[src/rtl/core/mbu_pkg.sv]
`timescale 1ns / 1ps
// ----------------------------------------------------------------------------
// MIDI-to-USB event packet package
// Shared constants, status byte codes, code index numbers, the queue entry
// type and the message length and code index classifier.
// ----------------------------------------------------------------------------
package mbu_pkg;

  // Number of virtual cables that keep parse state.
  localparam int CABLES = 4;
  localparam int CIDX_W = (CABLES > 1) ? $clog2(CABLES) : 1;

  // Depth of the queue between the front and the back (power of two, >= 2).
  localparam int QDEPTH = 2;
  localparam int QPTR_W = $clog2(QDEPTH);
  localparam int QCNT_W = $clog2(QDEPTH + 1);

  // Status bytes with special meaning.
  localparam logic [7:0] ST_SYSEX_START = 8'hF0;
  localparam logic [7:0] ST_MTC_QFRAME  = 8'hF1;
  localparam logic [7:0] ST_SONG_POS    = 8'hF2;
  localparam logic [7:0] ST_SONG_SEL    = 8'hF3;
  localparam logic [7:0] ST_SYSEX_END   = 8'hF7;
  localparam logic [7:0] ST_REALTIME    = 8'hF8;
  localparam logic [7:0] ST_SYSTEM      = 8'hF0;

  // Code index numbers.
  localparam logic [3:0] CIN_SYS_TWO   = 4'h2;
  localparam logic [3:0] CIN_SYS_THREE = 4'h3;
  localparam logic [3:0] CIN_SYSEX     = 4'h4;
  localparam logic [3:0] CIN_SINGLE    = 4'h5;

  // Message lengths.
  localparam logic [1:0] LEN_ONE   = 2'd1;
  localparam logic [1:0] LEN_TWO   = 2'd2;
  localparam logic [1:0] LEN_THREE = 2'd3;

  // Status high nibbles: two-byte voice messages, and the system range.
  localparam logic [3:0] HI_PROG_CHANGE = 4'hC;
  localparam logic [3:0] HI_CHAN_PRESS  = 4'hD;
  localparam logic [3:0] HI_SYSTEM      = 4'hF;

  typedef struct packed {
    logic [1:0] len;
    logic [3:0] code;
  } cls_t;

  // One decoded byte as it travels from the front to the back.
  typedef struct packed {
    logic [CIDX_W-1:0] cable;
    logic [7:0]        data;
    logic              is_data;
    logic              is_f0;
    logic              is_f7;
    logic              is_rt;
    logic              is_voice;
    cls_t              cls;
  } dec_t;

  // Message length and code index number of a status byte.
  function automatic cls_t classify(input logic [7:0] st);
    cls_t r;
    r.len  = LEN_ONE;
    r.code = CIN_SINGLE;
    if (st[7] && st[7:4] != HI_SYSTEM) begin
      r.len  = (st[7:4] == HI_PROG_CHANGE || st[7:4] == HI_CHAN_PRESS) ? LEN_TWO : LEN_THREE;
      r.code = st[7:4];
    end else if (st[7]) begin
      case (st)
        ST_SYSEX_START: begin r.len = LEN_THREE; r.code = CIN_SYSEX;     end
        ST_MTC_QFRAME:  begin r.len = LEN_TWO;   r.code = CIN_SYS_TWO;   end
        ST_SONG_POS:    begin r.len = LEN_THREE; r.code = CIN_SYS_THREE; end
        ST_SONG_SEL:    begin r.len = LEN_TWO;   r.code = CIN_SYS_TWO;   end
        default:        begin r.len = LEN_ONE;   r.code = CIN_SINGLE;    end
      endcase
    end
    return r;
  endfunction

endpackage

[src/rtl/core/midi_byte_to_usb_event_packet_core.sv]
`timescale 1ns / 1ps
// out_valid rises once the input transfer that completes an event has passed
// the queue write and then the packet register, if the queue ahead is empty.
// Throughput: one byte per cycle; in_ready drops only while the two-entry queue
// is full, which happens once the output register has stalled.
// Reset: synchronous, active low; clears all per-cable state, the queue and
// the output valid flag. No clearing pass is needed.
// ----------------------------------------------------------------------------
// MIDI-to-USB event packet encoder
// Turns a stream of raw MIDI bytes, each tagged with a virtual cable, into
// four-byte USB-MIDI event packets (cable, code index number, three bytes).
// ----------------------------------------------------------------------------
module midi_byte_to_usb_event_packet_core (
  input  logic       clk,
  input  logic       rst_n,
  input  logic       in_valid,
  output logic       in_ready,
  input  logic [7:0] in_midi_byte,
  input  logic [3:0] in_cable,
  output logic       out_valid,
  input  logic       out_ready,
  output logic [3:0] out_packet_cable,
  output logic [3:0] out_code_index,
  output logic [7:0] out_first_byte,
  output logic [7:0] out_second_byte,
  output logic [7:0] out_third_byte
);

  // The front decodes each byte (kind of byte, message length and code index
  // for a status byte) and drops bytes for cables beyond the configured count.
  // Such a byte is still a completed input transfer; it just never reaches
  // the queue.
  mbu_pkg::dec_t q_in, q_head;
  logic          q_push, q_not_full, q_pop, q_not_empty;

  mbu_front u_front (
    .in_valid     (in_valid),
    .in_ready     (in_ready),
    .in_midi_byte (in_midi_byte),
    .in_cable     (in_cable),
    .q_ready      (q_not_full),
    .q_push       (q_push),
    .q_entry      (q_in)
  );

  // The queue decouples input ready from output ready, so an output stall
  // does not reach the input until the queue has filled.
  mbu_queue u_queue (
    .clk        (clk),
    .rst_n      (rst_n),
    .push       (q_push),
    .push_entry (q_in),
    .not_full   (q_not_full),
    .pop        (q_pop),
    .not_empty  (q_not_empty),
    .head       (q_head)
  );

  // The back owns all per-cable parse state (running status, byte count,
  // SysEx flag, the saved data byte and the packet under construction) and
  // registers each finished packet for the output transfer.
  mbu_back u_back (
    .clk              (clk),
    .rst_n            (rst_n),
    .q_valid          (q_not_empty),
    .q_head           (q_head),
    .q_pop            (q_pop),
    .out_valid        (out_valid),
    .out_ready        (out_ready),
    .out_packet_cable (out_packet_cable),
    .out_code_index   (out_code_index),
    .out_first_byte   (out_first_byte),
    .out_second_byte  (out_second_byte),
    .out_third_byte   (out_third_byte)
  );

endmodule

[src/rtl/core/mbu_front.sv]
`timescale 1ns / 1ps
// ----------------------------------------------------------------------------
// MIDI-to-USB front end
// Accepts input bytes, drops bytes for cables without state and decodes the
// rest into queue entries.
// ----------------------------------------------------------------------------
module mbu_front (
  input  logic              in_valid,
  output logic              in_ready,
  input  logic [7:0]        in_midi_byte,
  input  logic [3:0]        in_cable,
  input  logic              q_ready,
  output logic              q_push,
  output mbu_pkg::dec_t     q_entry
);

  logic cable_ok;

  assign in_ready = q_ready;
  assign cable_ok = ({1'b0, in_cable} < 5'(mbu_pkg::CABLES));
  assign q_push   = in_valid && q_ready && cable_ok;

  always_comb begin
    q_entry.cable    = mbu_pkg::CIDX_W'(in_cable);
    q_entry.data     = in_midi_byte;
    q_entry.is_data  = !in_midi_byte[7];
    q_entry.is_f0    = (in_midi_byte == mbu_pkg::ST_SYSEX_START);
    q_entry.is_f7    = (in_midi_byte == mbu_pkg::ST_SYSEX_END);
    q_entry.is_rt    = (in_midi_byte >= mbu_pkg::ST_REALTIME);
    q_entry.is_voice = in_midi_byte[7] && (in_midi_byte < mbu_pkg::ST_SYSTEM);
    q_entry.cls      = mbu_pkg::classify(in_midi_byte);
  end

endmodule

[src/rtl/core/mbu_queue.sv]
`timescale 1ns / 1ps
// ----------------------------------------------------------------------------
// MIDI-to-USB decoupling queue
// Small FIFO of decoded bytes between the front and the back.
// ----------------------------------------------------------------------------
module mbu_queue (
  input  logic          clk,
  input  logic          rst_n,
  input  logic          push,
  input  mbu_pkg::dec_t push_entry,
  output logic          not_full,
  input  logic          pop,
  output logic          not_empty,
  output mbu_pkg::dec_t head
);

  mbu_pkg::dec_t                   mem_r [mbu_pkg::QDEPTH];
  logic [mbu_pkg::QPTR_W-1:0]      wr_ptr_r, wr_ptr_nxt;
  logic [mbu_pkg::QPTR_W-1:0]      rd_ptr_r, rd_ptr_nxt;
  logic [mbu_pkg::QCNT_W-1:0]      count_r, count_nxt;
  logic                            do_pop;

  assign not_full  = (count_r != mbu_pkg::QCNT_W'(mbu_pkg::QDEPTH));
  assign not_empty = (count_r != '0);
  assign head      = mem_r[rd_ptr_r];
  assign do_pop    = pop && not_empty;

  always_comb begin
    wr_ptr_nxt = push ? wr_ptr_r + 1'b1 : wr_ptr_r;
    rd_ptr_nxt = do_pop ? rd_ptr_r + 1'b1 : rd_ptr_r;
    count_nxt  = count_r;
    if (push && !do_pop) begin
      count_nxt = count_r + 1'b1;
    end else if (!push && do_pop) begin
      count_nxt = count_r - 1'b1;
    end
  end

  always_ff @(posedge clk) begin
    if (!rst_n) begin
      wr_ptr_r <= '0;
      rd_ptr_r <= '0;
      count_r  <= '0;
    end else begin
      wr_ptr_r <= wr_ptr_nxt;
      rd_ptr_r <= rd_ptr_nxt;
      count_r  <= count_nxt;
    end
  end

  always_ff @(posedge clk) begin
    if (push) begin
      mem_r[wr_ptr_r] <= push_entry;
    end
  end

endmodule

[src/rtl/core/mbu_back.sv]
`timescale 1ns / 1ps
// ----------------------------------------------------------------------------
// MIDI-to-USB back end
// Keeps the per-cable parse state, applies one decoded byte per cycle while
// the output is not stalled, and holds the finished event packet in an
// output register.
module mbu_back (
  input  logic          clk,
  input  logic          rst_n,
  input  logic          q_valid,
  input  mbu_pkg::dec_t q_head,
  output logic          q_pop,
  output logic          out_valid,
  input  logic          out_ready,
  output logic [3:0]    out_packet_cable,
  output logic [3:0]    out_code_index,
  output logic [7:0]    out_first_byte,
  output logic [7:0]    out_second_byte,
  output logic [7:0]    out_third_byte
);

  // Per-cable state.
  logic [1:0] pend_r  [mbu_pkg::CABLES];
  logic [1:0] expc_r  [mbu_pkg::CABLES];
  logic       sysex_r [mbu_pkg::CABLES];
  logic [7:0] rstat_r [mbu_pkg::CABLES];
  logic [6:0] sdata_r [mbu_pkg::CABLES];
  logic       svalid_r[mbu_pkg::CABLES];
  logic [3:0] hcode_r [mbu_pkg::CABLES];
  logic [7:0] hb0_r   [mbu_pkg::CABLES];
  logic [7:0] hb1_r   [mbu_pkg::CABLES];
  logic [7:0] hb2_r   [mbu_pkg::CABLES];

  // Next state of the selected cable.
  logic [1:0] pend_nxt, expc_nxt;
  logic       sysex_nxt, svalid_nxt;
  logic [7:0] rstat_nxt;
  logic [6:0] sdata_nxt;
  logic [3:0] hcode_nxt;
  logic [7:0] hb0_nxt, hb1_nxt, hb2_nxt;
  logic       drop, emit;
  logic [1:0] slot, cnt;
  mbu_pkg::cls_t rs_cls;

  logic       out_valid_r, out_valid_nxt;
  logic [3:0] cable_r, code_r;
  logic [7:0] b0_r, b1_r, b2_r;

  logic [mbu_pkg::CIDX_W-1:0] c;
  logic [7:0]                 b;

  assign c     = q_head.cable;
  assign b     = q_head.data;
  assign q_pop = q_valid && (!out_valid_r || out_ready);

  always_comb begin
    pend_nxt   = pend_r[c];
    expc_nxt   = expc_r[c];
    sysex_nxt  = sysex_r[c];
    rstat_nxt  = rstat_r[c];
    sdata_nxt  = sdata_r[c];
    svalid_nxt = svalid_r[c];
    hcode_nxt  = hcode_r[c];
    hb0_nxt    = hb0_r[c];
    hb1_nxt    = hb1_r[c];
    hb2_nxt    = hb2_r[c];
    drop       = 1'b0;
    rs_cls     = mbu_pkg::classify(rstat_r[c]);

    // A data byte at the start of a message reuses the running status.
    if (pend_nxt == 2'd0 && q_head.is_data && !sysex_nxt) begin
      if (rstat_nxt == 8'h00) begin
        drop = 1'b1;
      end
      expc_nxt  = rs_cls.len;
      hcode_nxt = rs_cls.code;
      hb0_nxt   = rstat_nxt;
      hb1_nxt   = 8'h00;
      hb2_nxt   = 8'h00;
      if (svalid_nxt && rs_cls.len == mbu_pkg::LEN_THREE) begin
        hb1_nxt  = {1'b0, sdata_nxt};
        pend_nxt = 2'd2;
      end else begin
        pend_nxt = 2'd1;
      end
    end

    // A status byte other than F7 abandons a partial message or SysEx.
    if (pend_nxt != 2'd0 && !q_head.is_data && !q_head.is_f7) begin
      pend_nxt  = 2'd0;
      sysex_nxt = 1'b0;
    end

    if (q_head.is_f0) begin
      sysex_nxt = 1'b1;
    end

    if (pend_nxt == 2'd0) begin
      if (q_head.is_voice) begin
        rstat_nxt  = b;
        svalid_nxt = 1'b0;
      end
      hcode_nxt = 4'h0;
      hb0_nxt   = 8'h00;
      hb1_nxt   = 8'h00;
      hb2_nxt   = 8'h00;
      if (!sysex_nxt) begin
        expc_nxt  = q_head.cls.len;
        hcode_nxt = q_head.cls.code;
      end
    end

    if (q_head.is_data) begin
      sdata_nxt  = b[6:0];
      svalid_nxt = 1'b1;
    end

    slot = (pend_nxt == 2'd3) ? 2'd2 : pend_nxt;
    case (slot)
      2'd0:    hb0_nxt = b;
      2'd1:    hb1_nxt = b;
      default: hb2_nxt = b;
    endcase
    cnt      = slot + 2'd1;
    pend_nxt = cnt;

    if (sysex_nxt) begin
      expc_nxt  = mbu_pkg::LEN_THREE;
      hcode_nxt = mbu_pkg::CIN_SYSEX;
      if (q_head.is_f7) begin
        expc_nxt  = cnt;
        hcode_nxt = 4'(cnt) + mbu_pkg::CIN_SYSEX;
        sysex_nxt = 1'b0;
      end
    end

    emit = (cnt >= expc_nxt) && !drop;
    if (cnt >= expc_nxt) begin
      pend_nxt = 2'd0;
      if (!q_head.is_rt) begin
        svalid_nxt = 1'b0;
      end
    end
  end

  always_ff @(posedge clk) begin
    if (!rst_n) begin
      for (int i = 0; i < mbu_pkg::CABLES; i++) begin
        pend_r[i]   <= '0;
        expc_r[i]   <= '0;
        sysex_r[i]  <= 1'b0;
        rstat_r[i]  <= '0;
        sdata_r[i]  <= '0;
        svalid_r[i] <= 1'b0;
        hcode_r[i]  <= '0;
        hb0_r[i]    <= '0;
        hb1_r[i]    <= '0;
        hb2_r[i]    <= '0;
      end
    end else if (q_pop && !drop) begin
      pend_r[c]   <= pend_nxt;
      expc_r[c]   <= expc_nxt;
      sysex_r[c]  <= sysex_nxt;
      rstat_r[c]  <= rstat_nxt;
      sdata_r[c]  <= sdata_nxt;
      svalid_r[c] <= svalid_nxt;
      hcode_r[c]  <= hcode_nxt;
      hb0_r[c]    <= hb0_nxt;
      hb1_r[c]    <= hb1_nxt;
      hb2_r[c]    <= hb2_nxt;
    end
  end

  always_comb begin
    out_valid_nxt = out_valid_r;
    if (q_pop && emit) begin
      out_valid_nxt = 1'b1;
    end else if (out_ready) begin
      out_valid_nxt = 1'b0;
    end
  end

  always_ff @(posedge clk) begin
    if (!rst_n) begin
      out_valid_r <= 1'b0;
    end else begin
      out_valid_r <= out_valid_nxt;
    end
  end

  always_ff @(posedge clk) begin
    if (q_pop && emit) begin
      cable_r <= 4'(c);
      code_r  <= hcode_nxt;
      b0_r    <= hb0_nxt;
      b1_r    <= hb1_nxt;
      b2_r    <= hb2_nxt;
    end
  end

  assign out_valid        = out_valid_r;
  assign out_packet_cable = cable_r;
  assign out_code_index   = code_r;
  assign out_first_byte   = b0_r;
  assign out_second_byte  = b1_r;
  assign out_third_byte   = b2_r;

endmodule

[config.mk]
export PLATFORM = sky130hd
export DESIGN_NAME = midi_byte_to_usb_event_packet_core
export DESIGN_NICKNAME = d
export VERILOG_FILES = /design/src/rtl/core/mbu_pkg.sv /design/src/rtl/core/midi_byte_to_usb_event_packet_core.sv /design/src/rtl/core/mbu_front.sv /design/src/rtl/core/mbu_queue.sv /design/src/rtl/core/mbu_back.sv
export SDC_FILE = /design/constraint.sdc
export NUM_CORES = 1
export LEC_CHECK = 0
export ABC_AREA = 0
export BUFFER_PORTS_ARGS = -buffer_cell sky130_fd_sc_hd__buf_4
export CAP_MARGIN = 10
export CORE_ASPECT_RATIO = 0.9
export CORE_MARGIN = 8
export CORE_UTILIZATION = 40
export DETAILED_ROUTE_END_ITERATION = 8
export GPL_ROUTABILITY_DRIVEN = 0
export HOLD_SLACK_MARGIN = 0.06
export PLACE_DENSITY = 0.6
export SLEW_MARGIN = 10
export SYNTH_ARGS = -nofsm -noshare
export SYNTH_HDL_FRONTEND = slang
export SYNTH_SLANG_ARGS = --single-unit
export TNS_END_PERCENT = 20
[constraint.sdc]
create_clock -name clk -period 8.7 [get_ports clk]
set_clock_uncertainty 0.1 [all_clocks]
set_input_delay 0 -clock clk [delete_from_list [all_inputs] [get_ports clk]]
set_output_delay 0 -clock clk [all_outputs]
set_load 0.005 [all_outputs]
# Word level (Yosys, flattened, before mapping)
# Memories as Yosys holds them, arrays and structs flattened. A register that Yosys moved wholly into a read port is not among the register bits.
# Cells that the tools add are included.
# totals
register_bits	35
elab_cells	185
memories	11
output_inout_bits	34
mem_bits_rw	238
# memory_table
memory	depth	word_bits	rd	rd_clocked_by_memory_dff	write_ports	line	text
u_queue.mem_r	2	21	1	1	1	mbu_queue.sv:17	mbu_pkg::dec_t mem_r [mbu_pkg::QDEPTH];
u_back.hb0_r	4	8	1	0	4	mbu_back.sv:30	logic [7:0] hb0_r [mbu_pkg::CABLES];
u_back.hb1_r	4	8	1	0	4	mbu_back.sv:31	logic [7:0] hb1_r [mbu_pkg::CABLES];
u_back.hb2_r	4	8	1	0	4	mbu_back.sv:32	logic [7:0] hb2_r [mbu_pkg::CABLES];
u_back.rstat_r	4	8	1	0	4	mbu_back.sv:26	logic [7:0] rstat_r [mbu_pkg::CABLES];
u_back.sdata_r	4	7	1	0	4	mbu_back.sv:27	logic [6:0] sdata_r [mbu_pkg::CABLES];
5 more memories	n/a	n/a	n/a	n/a	n/a	n/a	
# classes
n_eq_ne	19
muxes	87
reduce_logical	49
magnitude_cmp	4
addsub	6
# op_table
operator	count
8-bit two-way mux	15
8-bit equality test (second input constant)	9
2-bit two-way mux	23
6-bit one-hot mux with 3 select lines	2
1-bit two-way mux	35
8-bit OR reduction	4
6-bit two-way mux	4
7-bit two-way mux	3
4-bit two-way mux	5
1-bit logical AND	17
4-bit equality test (second input constant)	4
2-bit OR reduction	5
8-bit greater-or-equal comparator (second input constant)	1
1-bit zero test	8
8-bit zero test	1
8-bit less-than comparator (second input constant)	1
4-bit inequality test (second input constant)	2
2-bit nonzero test	4
7-bit OR reduction	1
2-bit zero test	3
2-bit by 1-bit adder with 2-bit output (second input constant)	2
2-bit by 3-bit adder with 4-bit output (second input constant)	1
2-bit equality test (second input constant)	2
4-bit by 3-bit less-than comparator with 1-bit output (second input constant)	1
8 further kinds	12

# Longest topological paths before layout
# An unclocked memory read counts as a cell.
# depth
word_depth	23
mapped_depth	16
depth_no_buf	12

# Modules after synthesis
# A second synthesis with hierarchy kept.
# unflattened
cells_unflattened	872
hier_area_um2	12424.4
# modules_own_cells
module	area_each_um2	cells_each	n_inst
mbu_back	10471.3	750	1
mbu_queue	1727.9	87	1
mbu_front	225.2	35	1

# Worst setup path after synthesis
# No wires, ideal clock.
# synth_path
kind	reg2reg
start	register (tool-made name)
end	memory u_back.expc_r[3][0], enable pin
setup_slack_ps	2556
arrival_ps	5515
setup_time_ps	529
t_required_ps	8071
synth_period_minus_slack_ps	6144
stages_incl_launch_ff	10
cell_sequence	dfxtp_1 buf_6 mux2i_4 inv_4 buf_6 mux2i_1 mux2_2 and4_1 a21o_1 o31ai_1
# synth_rtl
item	line	text
end, declared	mbu_back.sv:24	logic [1:0] expc_r [mbu_pkg::CABLES];

==> impl_metrics.py <==
metrics = {
    "critical_path": {
        "crit_chain": "buf_4 -> mux2i_1 -> buf_4 -> clkinv_2 -> mux4_2 -> nand3b_1 -> nor3_1 -> a221o_1 -> a32oi_2 -> ha_1 -> nand2b_1 -> a21oi_1 -> nor2_4",
        "max_stage_delay_ns": 0.91,
        "crit_top_cell": "buf_4",
        "crit_type": "flop to flop",
        "worstPathRequired_ns": 8.76,
        "cp-start-kind": "flop",
        "cp.arrival_ns": 5.81,
        "crit_fanout": 30,
        "r2r_cells": 13,
        "crit_slowest_cell": "nor2_4",
        "end_kind": "flop",
        "rrSetupSlack_ns": 2.95,
    },
    "placed_design": {
        "dpl-instance-area_um2": 13200,
        "place_ws_ns": 2.95,
        "dp_hpwl_um": 19700,
        "port_buffers": 47,
    },
    "timing": {
        "worst_slew_pin_slew_ns": 1.12,
        "slew_violations": 0,
        "finalCritPeriodShare": 0.661,
        "slew_headroom": 0.249,
        "hold_viol_final": 0,
        "whs_ns": 0.0886,
        "timing.final.ws_setup_ns": 2.95,
        "min_period_ns": 5.75,
        "timing.fmax_mhz": 174,
        "rsz0062_at_grt": "false",
        "timing.setup.tns_ns": 0,
        "setup_viol": 0,
    },
    "clock_tree": {
        "cts_resized": 0,
        "clk_pin_slew_ns": 0.06,
        "cts_tree": "done",
        "insertion_delay_ns": 0.56,
        "cts_made_buffers": 28,
        "cts_root_buf": "clkbuf_16",
        "htreeDepth": 1,
        "clockBufferDepth": 3,
        "cts.sinks": 272,
    },
    "floorplanning": {
        "die_y_um": 183,
        "core_um2": 30800,
        "dieArea_um2": 37000,
        "chipWidth_um": 202,
        "ioPinCount": 50,
        "row_count": 61,
        "initial_core_util": 0.404,
    },
    "drt": {
        "via_count": 7747,
        "routed_wl_um": 31700,
        "remaining_drc_errors": 0,
        "dr.pass1.iters": 8,
        "dr.first_iter.drc_count": 754,
        "wl_per_cell_um": 22.9,
        "routed_via_density": 5.59,
        "drtAntennaViolNets": 0,
    },
    "run": {
        "max-cap-violations": 0,
    },
    "power": {
        "internal_power_uw": 2850,
        "p_sw_uw": 1390,
        "leakage_uw": 0.00511,
        "switching_share": 0.327,
        "p_comb_frac": 0.298,
        "pwr-share-seq": 0.432,
        "vdd_ir_drop_max_mv": 0.170,
        "p_per_area_nw_per_um2": 297,
        "pwr-share-clk": 0.270,
    },
    "logic_synthesis": {
        "ys_ff_latch": 272,
        "synth_top_area_frac": 0.628,
        "synthCells": 897,
        "synth_common_cells": "edfxtp_1, nor2_1, nand2_1",
        "ys_types": 67,
        "ys_seq_area_frac": 0.647,
        "synth_most_common_cell": "edfxtp_1",
        "syn-cell-area_um2": 12400,
        "ys_warn_count": 0,
        "synth_edf_count": 260,
        "ys.flop_type": "edfxtp_1",
        "synthTopCellsByArea": "edfxtp_1, mux4_2, nor2_1",
        "synthArstFlopShare": 0,
        "synth_largest_area_cell": "edfxtp_1",
        "synth.avg_cell_area_um2": 13.9,
    },
    "run_status": {
        "status": "complete, no violations",
    },
    "grt": {
        "grt_pass1_wl_um": 48200,
        "antenna_found_initial": 1,
        "grt_use_total": 0.168,
        "grt_pass1_vias": 7708,
        "grt_overflow": 0,
        "grt_max_degree": 62,
    },
    "layout": {
        "syn_to_final_growth_pct": 14.5,
        "layout-drive-gt1-share": 0.202,
        "fin_area_um2": 14200,
        "fill_cells": 2712,
        "final_nets": 974,
    },
    "hold_path": {
        "hp-class": "primary input to flop",
        "holdPathStages": 2,
    },
}
[metal layers]
layer | routed length [um] | GRT usage | vias to the layer above | part of all wire
li1 | - | - | 3480 | -
met3 | 2400 | 0.0358 | 58 | 0.076
met2 | 14400 | 0.263 | 276 | 0.45
met4 | 846 | 0.0505 | 0 | 0.027
met1 | 14100 | 0.234 | 3933 | 0.44
met5 | 0 | 0 | - | 0
[state kept, by name, indices dropped and copies added (netlist names), 16 cells and up, named ones only]
| register | cells |
|---|---|
| u_back.hb2_r | 32 |
| u_back.hb1_r | 32 |
| u_back.hb0_r | 32 |
| u_queue.mem_r | 40 |
| u_back.hcode_r | 16 |
| u_back.rstat_r | 32 |
| u_back.sdata_r | 28 |
[layout make-up]
type,instances,area (um2),area share
Antenna cell,1,2.50,0.000176
Clock buffer,37,764,0.0537
Clock inverter,13,106,0.00747
Inverter,30,116,0.00817
Multi-Input combinational cell,542,4050,0.284
Sequential cell,272,8050,0.565
Tap cell,409,512,0.0359
Timing Repair Buffer,81,646,0.0453
[cell families (layout without fill, tap and decap cells)]
kind of cell,after synthesis,after routing,share of synthesized area
mux,99,99,0.131
compound gates,118,118,0.0665
simple gates,317,317,0.119
other cells,1,3,0.000301
buf+inv,84,161,0.0316
flops,272,272,0.647
fa+ha+maj,3,3,0.00302
xor+xnor,3,3,0.00211
[power by group through the flow]
stage | sequential, uW | combinational (uW) | clock (uW)
2_1_floorplan | 1850 | 788 | 0
3_3_place_gp | 1860 | 1250 | 0
3_5_place_dp | 1860 | 1260 | 0
4_1_cts | 1840 | 1270 | 1160
5_1_grt | 1860 | 1360 | 1200
6_report | 1830 | 1260 | 1140
[stage by stage]
stage               power (uW)  utilization  std cells
floorplan                 2640            -        898
global placement          3100        0.430       1319
detailed placement        3120        0.430       1319
CTS                       4260        0.463       1384
global route              4430        0.463       1385
finish                    4230        0.463       1385
[final timing paths]
path | startpoint | to
worst max-delay path | flop | u_back.out_second_byte[7]$_DFFE_PP_
worst min-delay path | in_cable[1] | u_queue.mem_r[0][20]$_DFFE_PP_
worst max register to register | flop | u_back.out_second_byte[7]$_DFFE_PP_
worst min register to register | u_back.svalid_r[2]$_DFF_P_ | u_back.svalid_r[2]$_DFF_P_
[critical path, delay by kind of cell (launching register included)]
family / cells / cell delay, ns
mux: 2 / 0.95
buf+inv: 3 / 1.02
flops: 1 / 0.31
simple gates: 4 / 2.13
fa+ha+maj: 1 / 0.36
compound gates: 3 / 0.46
[what timing repair did]
action | in CTS | in global routing
setup buffers | 0 | 0
hold buffers | 15 | 0
endpoints found under the hold margin | 87 | 0
[cell usage in the layout, fill, tap and decap left out, types with 4 or more instances in the layout]
| cell type | count |
|---|---|
| nor2_1 | 137 |
| o22ai_1 | 5 |
| mux2_2 | 16 |
| clkinv_2 | 5 |
| nor3_1 | 17 |
| edfxtp_1 | 260 |
| o21ai_0 | 7 |
| clkinv_1 | 4 |
| dfxtp_1 | 12 |
| nand3_1 | 27 |
| nand2_1 | 51 |
| mux4_2 | 48 |
| clkbuf_1 | 6 |
| clkbuf_16 | 28 |
| a32o_1 | 5 |
| dlygate4sd3_1 | 15 |
| a21oi_1 | 46 |
| buf_4 | 66 |
| nand2b_1 | 7 |
| mux2i_1 | 34 |
| o211ai_1 | 13 |
| o21ai_1 | 6 |
| o31ai_1 | 4 |
| inv_1 | 27 |
| nor2b_1 | 11 |
| and2_1 | 40 |
| nand4_1 | 4 |
(Power assumes the default switching activity.)
